File: config.mk
export PLATFORM = sky130hd
export DESIGN_NAME = drain_tank_empty_detector
export DESIGN_NICKNAME = d
export VERILOG_FILES = /design/src/sv/dted_pkg.sv /design/src/sv/drain_tank_empty_detector.sv /design/src/sv/dted_cfg_regs.sv /design/src/sv/dted_core.sv
export SDC_FILE = /design/constraint.sdc
export NUM_CORES = 1
export LEC_CHECK = 0
export ABC_AREA = 1
export BUFFER_PORTS_ARGS = -buffer_cell sky130_fd_sc_hd__buf_2
export CAP_MARGIN = 25
export CORE_MARGIN = 2
export CORE_UTILIZATION = 48
export CTS_CLUSTER_DIAMETER = 50
export DETAILED_ROUTE_END_ITERATION = 16
export PLACE_DENSITY_LB_ADDON = 0.25
export SYNTH_ARGS = -nofsm -noshare
export SYNTH_HDL_FRONTEND = slang
export SYNTH_HIERARCHICAL = 1
export SYNTH_SLANG_ARGS = --single-unit
export TNS_END_PERCENT = 30
File: constraint.sdc
create_clock -name clk -period 8.3 [get_ports clk]
set_input_delay 0.415 -clock clk [delete_from_list [all_inputs] [get_ports clk]]
set_output_delay 0.415 -clock clk [all_outputs]
set_load 0.01 [all_outputs]
File: src/sv/dted_pkg.sv
// ----------------------------------------------------------------------------
// dted_pkg: shared types and constants for the drain tank empty detector
// Register map, command and decision codes, item and result structs.
// ----------------------------------------------------------------------------
`timescale 1ns / 1ps

package dted_pkg;

    // field widths
    localparam int TIME_W  = 32;
    localparam int FLOW_W  = 16;
    localparam int PWM_W   = 10;
    localparam int PCT_W   = 7;
    localparam int CNT_W   = 4;
    localparam int CFG_IDX_W  = 3;
    localparam int CFG_DATA_W = 16;
    // product of a flow value and a percentage
    localparam int PROD_W  = FLOW_W + PCT_W;

    localparam logic [PCT_W-1:0] PCT_FULL = 7'd100;
    localparam logic [CNT_W-1:0] CNT_MAX  = 4'd15;

    // register reset values
    localparam logic [PCT_W-1:0]  DROP_PCT_RST       = 7'd30;
    localparam logic [15:0]       MIN_RUN_MS_RST     = 16'd8000;
    localparam logic [PWM_W-1:0]  PWM_GATE_LEVEL_RST = 10'd512;
    localparam logic [FLOW_W-1:0] MIN_PEAK_FLOW_RST  = 16'd200;
    localparam logic [CNT_W-1:0]  CONFIRM_RST        = 4'd4;

    // register indexes
    typedef enum logic [CFG_IDX_W-1:0] {
        CFG_DROP_PCT       = 3'd0,
        CFG_MIN_RUN_MS     = 3'd1,
        CFG_PWM_GATE_LEVEL = 3'd2,
        CFG_MIN_PEAK_FLOW  = 3'd3,
        CFG_CONFIRM_NEEDED = 3'd4
    } cfg_idx_t;

    typedef enum logic {
        CMD_START  = 1'b0,
        CMD_SAMPLE = 1'b1
    } command_t;

    typedef enum logic [1:0] {
        DEC_KEEP    = 2'd0,
        DEC_NO_FLOW = 2'd1,
        DEC_EMPTY   = 2'd2
    } decision_t;

    // live configuration; drop_keep is 100 minus the clamped drop percentage
    typedef struct packed {
        logic [PCT_W-1:0]  drop_keep;
        logic [15:0]       min_run_ms;
        logic [PWM_W-1:0]  pwm_gate_level;
        logic [FLOW_W-1:0] min_peak_flow;
        logic [CNT_W-1:0]  confirm_needed;
    } cfg_t;

    typedef struct packed {
        command_t          command;
        logic [TIME_W-1:0] now_ms;
        logic [FLOW_W-1:0] flow_ml_min;
        logic              pump_enabled;
        logic              loop_active;
        logic              loop_settled;
        logic [PWM_W-1:0]  pump_pwm;
    } item_t;

    typedef struct packed {
        decision_t         decision;
        logic [FLOW_W-1:0] peak_flow;
        logic [CNT_W-1:0]  drop_count;
        logic              armed;
    } result_t;

endpackage

File: src/sv/drain_tank_empty_detector.sv
// ----------------------------------------------------------------------------
// drain_tank_empty_detector: stops a drain session when the tank runs dry
// Items pass the input register, core stage (session state update) and result
// register; one item per cycle while m_axis_tready does not stall the output.
// Async active-low reset: session state zero, registers at defaults.
// ----------------------------------------------------------------------------
`timescale 1ns / 1ps

module drain_tank_empty_detector
    import dted_pkg::*;
(
    input  logic                  clk,
    input  logic                  rst_n,
    // input stream
    input  logic                  s_axis_tvalid,
    output logic                  s_axis_tready,
    // [31:0] now_ms, [47:32] flow_ml_min, [48] pump_enabled, [49] loop_active,
    // [50] loop_settled, [60:51] pump_pwm, [63:61] zero
    input  logic [63:0]           s_axis_tdata,
    // [0] command
    input  logic [0:0]            s_axis_tuser,
    // result stream
    output logic                  m_axis_tvalid,
    input  logic                  m_axis_tready,
    // [1:0] decision, [17:2] peak_flow, [21:18] drop_count, [22] armed, [23] zero
    output logic [23:0]           m_axis_tdata,
    // configuration writes
    input  logic                  cfg_valid,
    output logic                  cfg_ready,
    input  logic [CFG_IDX_W-1:0]  cfg_index,
    input  logic [CFG_DATA_W-1:0] cfg_data
);

    cfg_t    cfg;
    item_t   item_reg, item_next;
    logic    in_valid_reg, in_valid_next;
    result_t core_res;
    result_t res_reg;
    logic    out_valid_reg, out_valid_next;
    logic    advance;
    logic    in_xfer;

    assign cfg_ready = 1'b1;

    dted_cfg_regs u_cfg (
        .clk      (clk),
        .rst_n    (rst_n),
        .wr_en    (cfg_valid),
        .wr_index (cfg_index),
        .wr_data  (cfg_data),
        .cfg      (cfg)
    );

    // stage handshakes
    assign advance       = in_valid_reg && (!out_valid_reg || m_axis_tready);
    assign s_axis_tready = !in_valid_reg || advance;
    assign in_xfer       = s_axis_tvalid && s_axis_tready;

    // unpack the input transfer
    always_comb
    begin
        item_next.command      = command_t'(s_axis_tuser[0]);
        item_next.now_ms       = s_axis_tdata[31:0];
        item_next.flow_ml_min  = s_axis_tdata[47:32];
        item_next.pump_enabled = s_axis_tdata[48];
        item_next.loop_active  = s_axis_tdata[49];
        item_next.loop_settled = s_axis_tdata[50];
        item_next.pump_pwm     = s_axis_tdata[60:51];
    end

    assign in_valid_next  = in_xfer || (in_valid_reg && !advance);
    assign out_valid_next = advance || (out_valid_reg && !m_axis_tready);

    // input register
    always_ff @(posedge clk)
    begin
        if (in_xfer)
        begin
            item_reg <= item_next;
        end
    end

    dted_core u_core (
        .clk     (clk),
        .rst_n   (rst_n),
        .advance (advance),
        .item    (item_reg),
        .cfg     (cfg),
        .result  (core_res)
    );

    // result register
    always_ff @(posedge clk)
    begin
        if (advance)
        begin
            res_reg <= core_res;
        end
    end

    // stage valid flags
    always_ff @(posedge clk or negedge rst_n)
    begin
        if (!rst_n)
        begin
            in_valid_reg  <= 1'b0;
            out_valid_reg <= 1'b0;
        end
        else
        begin
            in_valid_reg  <= in_valid_next;
            out_valid_reg <= out_valid_next;
        end
    end

    assign m_axis_tvalid = out_valid_reg;
    assign m_axis_tdata  = {1'b0, res_reg.armed, res_reg.drop_count,
                            res_reg.peak_flow, res_reg.decision};

`ifndef SYNTHESIS
    // a stop is only ever issued while armed
    a_stop_armed: assert property (@(posedge clk) disable iff (!rst_n)
        (m_axis_tvalid && (res_reg.decision != DEC_KEEP)) |-> res_reg.armed)
        else $error("stop decision without armed");

    // a no-flow stop means the peak stayed under the minimum
    a_noflow_peak: assert property (@(posedge clk) disable iff (!rst_n)
        (m_axis_tvalid && (res_reg.decision == DEC_NO_FLOW)) |->
        (res_reg.peak_flow < cfg.min_peak_flow))
        else $error("no-flow stop with peak at or above minimum");

    // an item leaving the core stage shows up as a result
    a_advance_out: assert property (@(posedge clk) disable iff (!rst_n)
        advance |=> m_axis_tvalid)
        else $error("core advanced without a result");
`endif

endmodule

File: src/sv/dted_cfg_regs.sv
// ----------------------------------------------------------------------------
// dted_cfg_regs: configuration register file
// Takes register writes and keeps the detector settings. The drop
// percentage is clamped and turned into the kept fraction at write time.
// ----------------------------------------------------------------------------
`timescale 1ns / 1ps

module dted_cfg_regs
    import dted_pkg::*;
(
    input  logic                  clk,
    input  logic                  rst_n,
    input  logic                  wr_en,
    input  logic [CFG_IDX_W-1:0]  wr_index,
    input  logic [CFG_DATA_W-1:0] wr_data,
    output cfg_t                  cfg
);

    cfg_t             cfg_reg;
    cfg_t             cfg_next;
    logic [PCT_W-1:0] pct_in;

    // kept fraction of the peak: 100 - min(pct, 100)
    assign pct_in = wr_data[PCT_W-1:0];

    always_comb
    begin
        cfg_next = cfg_reg;
        if (wr_en)
        begin
            case (wr_index)
                CFG_DROP_PCT:
                begin
                    cfg_next.drop_keep = (pct_in > PCT_FULL) ? '0 : (PCT_FULL - pct_in);
                end
                CFG_MIN_RUN_MS:     cfg_next.min_run_ms     = wr_data[15:0];
                CFG_PWM_GATE_LEVEL: cfg_next.pwm_gate_level = wr_data[PWM_W-1:0];
                CFG_MIN_PEAK_FLOW:  cfg_next.min_peak_flow  = wr_data[FLOW_W-1:0];
                CFG_CONFIRM_NEEDED: cfg_next.confirm_needed = wr_data[CNT_W-1:0];
                default:            cfg_next = cfg_reg;
            endcase
        end
    end

    always_ff @(posedge clk or negedge rst_n)
    begin
        if (!rst_n)
        begin
            cfg_reg.drop_keep      <= PCT_FULL - DROP_PCT_RST;
            cfg_reg.min_run_ms     <= MIN_RUN_MS_RST;
            cfg_reg.pwm_gate_level <= PWM_GATE_LEVEL_RST;
            cfg_reg.min_peak_flow  <= MIN_PEAK_FLOW_RST;
            cfg_reg.confirm_needed <= CONFIRM_RST;
        end
        else
        begin
            cfg_reg <= cfg_next;
        end
    end

    assign cfg = cfg_reg;

endmodule

File: src/sv/dted_core.sv
// ----------------------------------------------------------------------------
// dted_core: session state and empty decision
// Holds start time, peak flow, drop counter and finished latch, and works
// out one result per item combinationally.
// ----------------------------------------------------------------------------
`timescale 1ns / 1ps

module dted_core
    import dted_pkg::*;
(
    input  logic    clk,
    input  logic    rst_n,
    input  logic    advance,
    input  item_t   item,
    input  cfg_t    cfg,
    output result_t result
);

    logic [TIME_W-1:0] run_start_reg, run_start_next;
    logic [FLOW_W-1:0] peak_reg, peak_next;
    logic [CNT_W-1:0]  cnt_reg, cnt_next;
    logic              fin_reg, fin_next;

    logic              running;
    logic              gated;
    logic [TIME_W-1:0] elapsed;
    logic              raise;
    logic [FLOW_W-1:0] peak_upd;
    logic [CNT_W-1:0]  cnt_base;
    logic [CNT_W-1:0]  cnt_inc;
    logic              armed;
    logic [PROD_W-1:0] thresh_scaled;
    logic [PROD_W-1:0] flow_scaled;
    logic              below;

    // gating and elapsed time
    assign running = item.pump_enabled && !fin_reg;
    assign gated   = !item.loop_active || item.loop_settled ||
                     (item.pump_pwm >= cfg.pwm_gate_level);
    assign elapsed = item.now_ms - run_start_reg;
    assign armed   = running && (elapsed >= TIME_W'(cfg.min_run_ms)) && gated;

    // peak tracking; a new peak restarts the count
    assign raise    = running && (item.flow_ml_min > peak_reg);
    assign peak_upd = raise ? item.flow_ml_min : peak_reg;
    assign cnt_base = raise ? '0 : cnt_reg;
    assign cnt_inc  = (cnt_base == CNT_MAX) ? CNT_MAX : (cnt_base + 1'b1);

    // flow < floor(peak*keep/100)  <=>  100*flow + 100 <= peak*keep
    assign thresh_scaled = PROD_W'(peak_upd) * PROD_W'(cfg.drop_keep);
    assign flow_scaled   = PROD_W'(item.flow_ml_min) * PROD_W'(PCT_FULL) + PROD_W'(PCT_FULL);
    assign below         = flow_scaled <= thresh_scaled;

    // next state and result
    always_comb
    begin
        run_start_next    = run_start_reg;
        peak_next         = peak_reg;
        cnt_next          = cnt_reg;
        fin_next          = fin_reg;
        result.decision   = DEC_KEEP;
        result.armed      = 1'b0;
        if (item.command == CMD_START)
        begin
            run_start_next = item.now_ms;
            peak_next      = '0;
            cnt_next       = '0;
            fin_next       = 1'b0;
        end
        else
        begin
            peak_next    = peak_upd;
            cnt_next     = cnt_base;
            result.armed = armed;
            if (armed)
            begin
                if (peak_upd < cfg.min_peak_flow)
                begin
                    result.decision = DEC_NO_FLOW;
                    fin_next        = 1'b1;
                end
                else if (below)
                begin
                    cnt_next = cnt_inc;
                    if (cnt_inc >= cfg.confirm_needed)
                    begin
                        result.decision = DEC_EMPTY;
                        fin_next        = 1'b1;
                    end
                end
                else
                begin
                    cnt_next = '0;
                end
            end
        end
        result.peak_flow  = peak_next;
        result.drop_count = cnt_next;
    end

    always_ff @(posedge clk or negedge rst_n)
    begin
        if (!rst_n)
        begin
            run_start_reg <= '0;
            peak_reg      <= '0;
            cnt_reg       <= '0;
            fin_reg       <= 1'b0;
        end
        else if (advance)
        begin
            run_start_reg <= run_start_next;
            peak_reg      <= peak_next;
            cnt_reg       <= cnt_next;
            fin_reg       <= fin_next;
        end
    end

endmodule

Word-level counts from Yosys, hierarchy flattened:

Index checks and enable logic that the tools add are counted.
W data, S select, Z words.

* register bits after elaboration: 193
* output and inout port bits: 27

* add/subtract/negate cells: 4
* multipliers: 2
* magnitude comparators: 7
* eq/ne operators: 8
* multiplexer cells: 17
* bitwise logic cells: 3
* reduce and logical (&&, ||, !) cells: 30

Operators with widths (number)
* $ge A32 B16 Y1: 1
* $mux W16: 2
* $sub A32 B32 Y32: 1
* $mux W4: 6
* $add A23 B7 Y23 const B: 1
* $le A23 B23 Y1: 1
* $mul A16 B7 Y23: 1
* $mul A16 B5 Y21 const B: 1
* $gt A16 B16 Y1: 1
* $lt A16 B16 Y1: 1
* $reduce_and A2 Y1: 7
* $ge A10 B10 Y1: 1
* $logic_and A1 B1 Y1: 8
* $gt A7 B7 Y1 const B: 1
* $mux W1: 7
* $mux W7: 1
* $sub A7 B7 Y7 const A: 1
* $eq A3 B2 Y1 const B: 2
* $logic_not A1 Y1: 6
* $logic_or A1 B1 Y1: 6
* $ne A3 B1 Y1 const B: 2
* $add A4 B1 Y4 const B: 1
* $eq A4 B4 Y1 const B: 1
* $ge A4 B4 Y1: 1
* other kinds (8): 10

Longest topological paths before layout:

Gate-level depths: netlist of the first run.

* depth in word-level cells: 12
* mapped depth: 56
* depth with buffers taken out: 55

Modules after synthesis:

The synthesis of the first run kept the hierarchy.

Modules (own cells, without submodules)
* dted_core: instances 1, cells each 1766, area an instance 11920.2 um^2, seq. area each 1326.3 um^2
* drain_tank_empty_detector: instances 1, cells each 101, area an instance 2670.1 um^2, seq. area each 2602.5 um^2
* dted_cfg_regs: instances 1, cells each 229, area an instance 2353.5 um^2, seq. area each 1343.8 um^2

Worst setup path before layout of the first run:

Ideal clock, no wire load.

* path kind: register to register
* from: reg item_reg[28] (netlist name)
* to: reg res_reg, in the netlist m_axis_tdata[19] (data pin)
* setup time: 0.255 ns
* arrival: 7.220 ns
* data required time: 8.045 ns
* setup slack: 0.825 ns
* stages on the path, launching flop included: 44
* buffers on the path: 1
* clock period less this slack: 7.475 ns
* cell sequence: edfxtp_1 -> ha_1 -> nand2_1 -> nor2_1 -> nand4_1 -> inv_1 -> nand2_1 -> nand2_1 -> nand2_2 -> buf_2 -> o21ai_1 -> nand2_1 -> fa_1 -> fa_1 -> inv_1 -> fa_1 -> inv_1 -> fa_1 -> (+8 left out) -> a21oi_1 -> o21ai_1 -> a21oi_1 -> nor2_1 -> nor2_1 -> xor2_1 -> ha_1 -> nand2_1 -> nor4_1 -> nor4b_2 -> nand4_1 -> inv_1 -> nand2_1 -> nand3_1 -> o21ai_2 -> nand2_1 -> nand3_1 -> and3_1

RTL lines
* start, declared: RTL line drain_tank_empty_detector.sv:35 `item_t item_reg, item_next;`
* start signal, assigned: RTL line drain_tank_empty_detector.sv:79 `item_reg <= item_next;`
* end signal, assigned: RTL line drain_tank_empty_detector.sv:97 `res_reg <= core_res;`
* end, declared: RTL line drain_tank_empty_detector.sv:38 `result_t res_reg;`

==> impl_summary.log, run 1 <==
[metrics] clock root buffer: clkbuf_16
[metrics] endpoint of the most critical register-to-register path: m_axis_tdata[20]
[metrics] Hold Fails Final Rpt: 0
[metrics] aggregate routed wire length: 43100 µm
[metrics] critical path startpoint category: register
[metrics] post-detailed-route via-to-cell ratio: 5.07
[metrics] reported leakage power: 10.3 nW
[metrics] global-route wire length before repair: 67900 µm
[metrics] most frequently used flop master after synthesis: dfrtp_1
[metrics] Hold Crit Endpoint: item_reg[17]
[metrics] min setup slack post-route: 0.418 ns
[metrics] Sink Count: 193
[metrics] post-route core utilization: 0.565
[metrics] GPL Wtd Cong: 0.914
[metrics] sequential element share of the synthesized area: 0.311
[metrics] vias in the first global route: 13504
[metrics] initial antenna violation count: 2
[metrics] final setup violation count: 0
[metrics] XOR/XNOR Fraction of Synth Area: 0.0371
[metrics] clock latency on the worst-skew pair: 0.46 ns
[metrics] commonest non-fill, non-tap cell in the layout: nand2_1
[metrics] portion of netlist area occupied by mux cells: 0.000665
[metrics] maximum number of pins on one net before global-route repair: 78
[metrics] share of power burned in combinational logic: 0.566
[metrics] Initial Utilization: 0.489
[metrics] Die Ht: 192 µm
[metrics] instance count of the mapped netlist: 2096
[metrics] cell types occupying the most area after synthesis: ha_1 (15%), edfxtp_1 (15%), dfrtp_1 (14%)
[metrics] top library cells by usage in the layout, fill and taps aside: nand2_1 (471), inv_1 (399), nor2_1 (209)
[metrics] Post-Place Cell Area: 18600 µm²
[metrics] Crit path arrival time: 8.21 ns
[metrics] Max Clock Skew: 0.0195 ns
[metrics] cell type with the highest occurrence count on the critical path: nand2_2
[metrics] max-slew violation count: 0
[metrics] cell area after technology mapping: 16900 µm²
[metrics] data required time of the worst path: 8.62 ns
[metrics] Area growth, synth to finish: 15.5%
[metrics] setup_tns: 0 ns
[metrics] power consumption: 4.73 mW
[metrics] leading area contributor after synthesis: ha_1
[metrics] Worst Setup Slack post-DPL: -0.182 ns
[metrics] net switching component of the power: 2.08 mW
[metrics] max FFs per register: 62
[metrics] number of synthesized flops with an enable pin: 85
[metrics] Post-Synth Simple-Gate Area: 0.208
[metrics] number of rows in the core area: 68
[metrics] largest family of logic cells by synthesized area: adder cells
[metrics] flop-to-flop setup slack: 0.42 ns
[metrics] category of the worst setup path capture point: register
[metrics] largest fanout of any net on the critical path: 8
[metrics] GRT Util Overall: 0.239
[metrics] Clock transition at path regs: 0.08 ns
[metrics] vias after detailed routing: 14049
[metrics] post-synthesis share of cell area spent on full adders, half adders and majority gates: 0.249
[metrics] IO Pins: 116
[metrics] library cells used by synthesis: 57
[metrics] Min-Delay Path Class: input port to register
[metrics] GRT Residual Overflow: 0
[metrics] count of TritonRoute iterations in the first routing pass: 7
[metrics] filler cell count: 3166
[metrics] sequential share of power: 0.260
[metrics] sw frac: 0.439
[metrics] internal power: 2.65 mW
[metrics] routed length per placed instance: 15.5 µm
[metrics] maximum achievable frequency: 127 MHz
[metrics] tightest slew margin relative to the limit: 0.414
[metrics] iteration-0 DRC count of the detailed router: 737
[metrics] count of unresolved DRC violations after routing: 0
[metrics] average instance area after synthesis: 8.08 µm²
[metrics] final-stage net count: 2679
[metrics] residual antenna-violating net count after detailed routing: 0
[metrics] Least-Margin Pin Slew: 0.879 ns
[metrics] detailed placer's ending HPWL: 34700 µm
[metrics] outcome: finished, final reports clean
[metrics] launching point of the worst reg2reg path: item_reg[26]
[metrics] Synth Area in Compound Gates: 0.0908
[metrics] final non-filler cell area: 19600 µm²
[metrics] deepest level of the CTS H-tree: 4
[metrics] area of the core: 34600 µm²
[metrics] FF-to-FF path depth: 47
[metrics] top-area cell type share of the netlist area: 0.154
[metrics] share of the clock period used by the worst path: 0.950
[metrics] yosys synthesis warning count: 6
[metrics] power density over cell area: 242 nW/µm²
[metrics] share of final-layout standard cells stronger than drive strength 1: 0.175
[metrics] TritonCTS clock tree: done
[metrics] clock tree buffer depth: 2
[metrics] Worst IR Drop VDD: 0.000172 V
[metrics] flops & latches, synth: 193
[metrics] Hold Path Origin: s_axis_tdata[36]
[metrics] clock share of power: 0.174
[metrics] critical path class: register to register
[metrics] minimum period implied by the final worst setup slack: 7.88 ns
[metrics] width of the die: 192 µm
[metrics] share of flip-flops with an asynchronous set or reset: 0.560
[metrics] worst hold path cell count: 1
[metrics] delay of the slowest cell on the worst path: 0.53 ns
[metrics] cell at the slowest stage of the critical path: fa_1
[metrics] input/output buffers: 110
[metrics] post-synth net total: 2474
[metrics] Die ar.: 36800 µm²
[metrics] max capacitance violation total: 0
[metrics] TritonCTS Buffers: 17
## worst max-delay path by stage
stage                                  end  slack [ns]  cells after the start    startpoint
after CTS                   u_core/fin_reg       0.001                     40  item_reg[28]
after global routing        u_core/fin_reg       -0.11                     48  item_reg[26]
after floorplan           m_axis_tdata[19]        0.82                     43  item_reg[28]
final                     m_axis_tdata[20]        0.42                     47  item_reg[26]
after global placement      u_core/fin_reg       -0.03                     41  item_reg[28]
after detailed placement    u_core/fin_reg       -0.18                     39  item_reg[26]
## kinds of logic (layout without fill, tap and decap cells)
group	Yosys count	after routing
AO/OA/AOI/OAI	258	258
XOR/XNOR	71	71
adder cells (fa/ha/maj)	289	289
buffers and inverters	444	660
flip-flops	193	193
multiplexers	1	1
other	2	4
AND/OR/NAND/NOR	838	840
## per-stage QoR
step                      instances  hold slack (ns)
after detailed placement       2721            0.394
final                          2771            0.131
after global placement         2721            0.388
after CTS                      2754            0.105
after global routing           2771            0.108
after floorplan                2096            0.119
## critical path, delay by kind of cell, from the launching register on
| family | cells | cell delay (ns) |
|---|---|---|
| xor gates and xnor gates | 1 | 0.16 |
| DFF | 1 | 0.43 |
| AOI/OAI and AO/OA | 3 | 0.59 |
| and+or+nand+nor | 27 | 2.80 |
| buffers and inverters | 9 | 0.87 |
| adders and majority gates | 7 | 2.91 |
## layout make-up
type | instances | area (µm²) | share of cell area
Inverter | 416 | 1560 | 0.0798
Multi-Input combinational cell | 1461 | 10200 | 0.523
Clock buffer | 21 | 493 | 0.0252
Antenna cell | 2 | 5.00 | 0.000256
Sequential cell | 193 | 5270 | 0.269
Tap cell | 455 | 569 | 0.0291
Clock inverter | 11 | 87.6 | 0.00448
Timing Repair Buffer | 212 | 1350 | 0.0689
## power by group through the flow
stage	Clock, mW	Combinational, mW	Sequential, mW
finish	0.823	2.68	1.23
global route	0.876	3.03	1.25
CTS	0.845	2.56	1.23
detailed placement	0	2.53	1.25
global placement	0	2.45	1.25
floorplan	0	1.79	1.23
## metal layers
layer | track usage | wire (µm) | vias up
li1 | - | - | 7018
met1 | 0.333 | 19900 | 6608
met2 | 0.378 | 19500 | 370
met3 | 0.0404 | 2610 | 53
met4 | 0.0784 | 1050 | 0
met5 | 0 | 0 | -
## synth_stat cells, drive strengths merged (6+ instances only)
cell type and instances:
a21oi 124, buf 15, clkbuf 13, dfrtp 94, dfstp 14, edfxtp 85
fa 81, ha 208, inv 412, nand2 502, nand3 67, nand3b 6
nand4 14, nor2 226, nor3 14, o21ai 108, o21bai 6, xnor2 20
xor2 51
## repair_timing
item                       CTS  global route
hold endpoints to repair    31             0
pin swaps                    0            25
setup buffers                0            12
gates resized for setup      6            62
setup endpoints to repair    9            10
gates cloned                 0             2
hold buffers                 1             0
Note: power is estimated with default switching activity, not from simulation.
==> run 2, diff against run 1 <==
Settings changed: MAX_ROUTING_LAYER set to met4.
==> run 2 against run 1 <==
Sequential cell count stayed put. Wire length about the same. Sequential share of layout area increased by 0.22 points. Critical path type unchanged. Clock power down 2%. Utilization down 0.47 points. Largest power group unchanged. Final cell count is 0.22% lower. Maximum frequency down 0.27%. Critical endpoint unchanged. Combinational power is 2% lower. Worst setup slack worse by 0.021 ns. Global-route usage is 0.80 points higher. Largest cell class unchanged. Total power shrank 1.4%.
==> impl_summary.log, run 2 (same netlist as run 1, synthesis figures left out) <==
[metrics] maximum number of pins on one net before global-route repair: 76 (-2.6%)
[metrics] share of the clock period used by the worst path: 0.952 (+0.00255)
[metrics] Hold Crit Endpoint: item_reg[18]
[metrics] max-slew violation count: 0 (unchanged)
[metrics] final-stage net count: 2675 (-0.15%)
[metrics] routed length per placed instance: 15.6 µm (+0.25%)
[metrics] detailed placer's ending HPWL: 35000 µm (+0.91%)
[metrics] endpoint of the most critical register-to-register path: m_axis_tdata[20]
[metrics] critical path startpoint category: register
[metrics] clock latency on the worst-skew pair: 0.46 ns (about the same)
[metrics] setup_tns: 0 ns (unchanged)
[metrics] Clock transition at path regs: 0.08 ns (about the same)
[metrics] clock tree buffer depth: 2 (unchanged)
[metrics] power consumption: 4.66 mW (-1.4%)
[metrics] Min-Delay Path Class: input port to register
[metrics] count of TritonRoute iterations in the first routing pass: 7 (unchanged)
[metrics] critical path class: register to register
[metrics] worst hold path cell count: 1 (unchanged)
[metrics] cell at the slowest stage of the critical path: fa_1
[metrics] input/output buffers: 110 (unchanged)
[metrics] Sink Count: 193 (unchanged)
[metrics] max FFs per register: 62 (unchanged)
[metrics] number of rows in the core area: 68 (unchanged)
[metrics] number of antenna cells inserted: 0 (-2)
[metrics] Die Ht: 192 µm (unchanged)
[metrics] top library cells by usage in the layout, fill and taps aside: nand2_1 (475), inv_1 (400), nor2_1 (213)
[metrics] TritonCTS Buffers: 17 (unchanged)
[metrics] vias after detailed routing: 13965 (-0.60%)
[metrics] aggregate routed wire length: 43100 µm (about the same)
[metrics] deepest level of the CTS H-tree: 4 (unchanged)
[metrics] commonest non-fill, non-tap cell in the layout: nand2_1
[metrics] width of the die: 192 µm (unchanged)
[metrics] Crit path arrival time: 8.22 ns (about the same)
[metrics] Die ar.: 36800 µm² (unchanged)
[metrics] share of final-layout standard cells stronger than drive strength 1: 0.166 (-0.00879)
[metrics] outcome: finished, final reports clean
[metrics] max capacitance violation total: 0 (unchanged)
[metrics] initial antenna violation count: 0 (-2)
[metrics] Worst IR Drop VDD: 0.000169 V (-1.4%)
[metrics] reported leakage power: 10.2 nW (-0.49%)
[metrics] Initial Utilization: 0.489 (unchanged)
[metrics] Least-Margin Pin Slew: 0.893 ns (+0.0139 ns)
[metrics] flop-to-flop setup slack: 0.40 ns (-0.02 ns)
[metrics] launching point of the worst reg2reg path: item_reg[26]
[metrics] area of the core: 34600 µm² (unchanged)
[metrics] largest fanout of any net on the critical path: 7 (-1)
[metrics] Hold Path Origin: s_axis_tdata[37]
[metrics] GRT Residual Overflow: 0 (unchanged)
[metrics] final setup violation count: 0 (unchanged)
[metrics] iteration-0 DRC count of the detailed router: 832 (+13%)
[metrics] clock root buffer: clkbuf_16
[metrics] count of unresolved DRC violations after routing: 0 (unchanged)
[metrics] Hold Fails Final Rpt: 0 (unchanged)
[metrics] global-route wire length before repair: 68100 µm (+0.24%)
[metrics] category of the worst setup path capture point: register
[metrics] vias in the first global route: 13449 (-0.41%)
[metrics] post-detailed-route via-to-cell ratio: 5.05 (-0.38%)
[metrics] GRT Util Overall: 0.247 (+0.00799)
[metrics] GPL Wtd Cong: 0.940 (+2.8%)
[metrics] TritonCTS clock tree: done
[metrics] Max Clock Skew: 0.0164 ns (-0.00316 ns)
[metrics] delay of the slowest cell on the worst path: 0.52 ns (about the same)
[metrics] maximum achievable frequency: 127 MHz (-0.27%)
[metrics] Area growth, synth to finish: 14.5%
[metrics] residual antenna-violating net count after detailed routing: 0 (unchanged)
[metrics] cell type with the highest occurrence count on the critical path: nand2_1
[metrics] data required time of the worst path: 8.62 ns (about the same)
[metrics] minimum period implied by the final worst setup slack: 7.90 ns (+0.0212 ns)
[metrics] power density over cell area: 240 nW/µm² (-0.63%)
[metrics] tightest slew margin relative to the limit: 0.405 (-0.00926)
[metrics] FF-to-FF path depth: 48 (+2.1%)
[metrics] IO Pins: 116 (unchanged)
run 2: changes by cell type in the layout (fill, tap and decap cells not counted), sizes merged:
cell,change
clkbuf,-3
diode,-2
nand2,-1
clkinv,+4
buf,-3
inv,-1
run 2: per-stage QoR:
| stage | instances | cell area (µm²) | util | hold WS [ns] | setup WS [ns] |
|---|---|---|---|---|---|
| after floorplan | 2096 | 16900 | - | 0.119 | 0.825 |
| after global placement | 2720 | 18600 | 0.536 | 0.402 | -0.0105 |
| after detailed placement | 2721 | 18600 | 0.537 | 0.410 | -0.171 |
| after CTS | 2754 | 19200 | 0.554 | 0.109 | 0.0163 |
| after global routing | 2765 | 19400 | 0.560 | 0.110 | -0.0491 |
| final | 2765 | 19400 | 0.560 | 0.128 | 0.397 |
run 2: worst max path at each step:
| stage | slack, ns | start | end | cells after the start |
|---|---|---|---|---|
| after floorplan | 0.82 | item_reg[28] | m_axis_tdata[19] | 43 |
| after detailed placement | -0.17 | item_reg[28] | u_core/fin_reg | 43 |
| after global placement | -0.01 | item_reg[28] | u_core/fin_reg | 43 |
| after CTS | 0.02 | item_reg[28] | u_core/fin_reg | 40 |
| final | 0.40 | item_reg[26] | m_axis_tdata[20] | 48 |
| after global routing | -0.05 | item_reg[26] | m_axis_tdata[19] | 49 |
run 2: what timing repair did:
item | in CTS | in global routing
hold endpoints to repair | 33 | 0
cloned | 0 | 1
buffers inserted | 0 | 9
pin swaps | 0 | 25
setup endpoints to repair | 9 | 10
gates resized for setup | 4 | 34
hold buffers | 1 | 0
run 2: layout make-up:
cell class,count,area [µm²]
well taps,455,569
clock buffers,18,433
flip-flops and latches,193,5270
inverters,416,1560
repair buffers,209,1340
multi-input cells,1460,10100
fillers,3163,15200
clock inverters,14,125
run 2: where the power goes:
part	leakage, nW	switching, mW	internal, mW
Clock	0.276	0.409	0.397
Sequential	2.12	0.0800	1.15
Combinational	7.84	1.58	1.04
run 2: per-layer routing:
metal  share of wire  GRT usage  vias up
met5               0          -        -
met4           0.014     0.0500        0
met3           0.056     0.0402       44
met1            0.47      0.336     6544
li1                -          -     7006
met2            0.46      0.392      371
run 2: critical path: cells and delay by family (launching register included):
family                     cells  cell delay (ns)
DFF                            1             0.43
adders and majority gates      7             2.93
and+or+nand+nor               27             2.78
AOI/OAI and AO/OA              3             0.44
buffers and inverters         10             0.98
xor gates and xnor gates       1             0.16
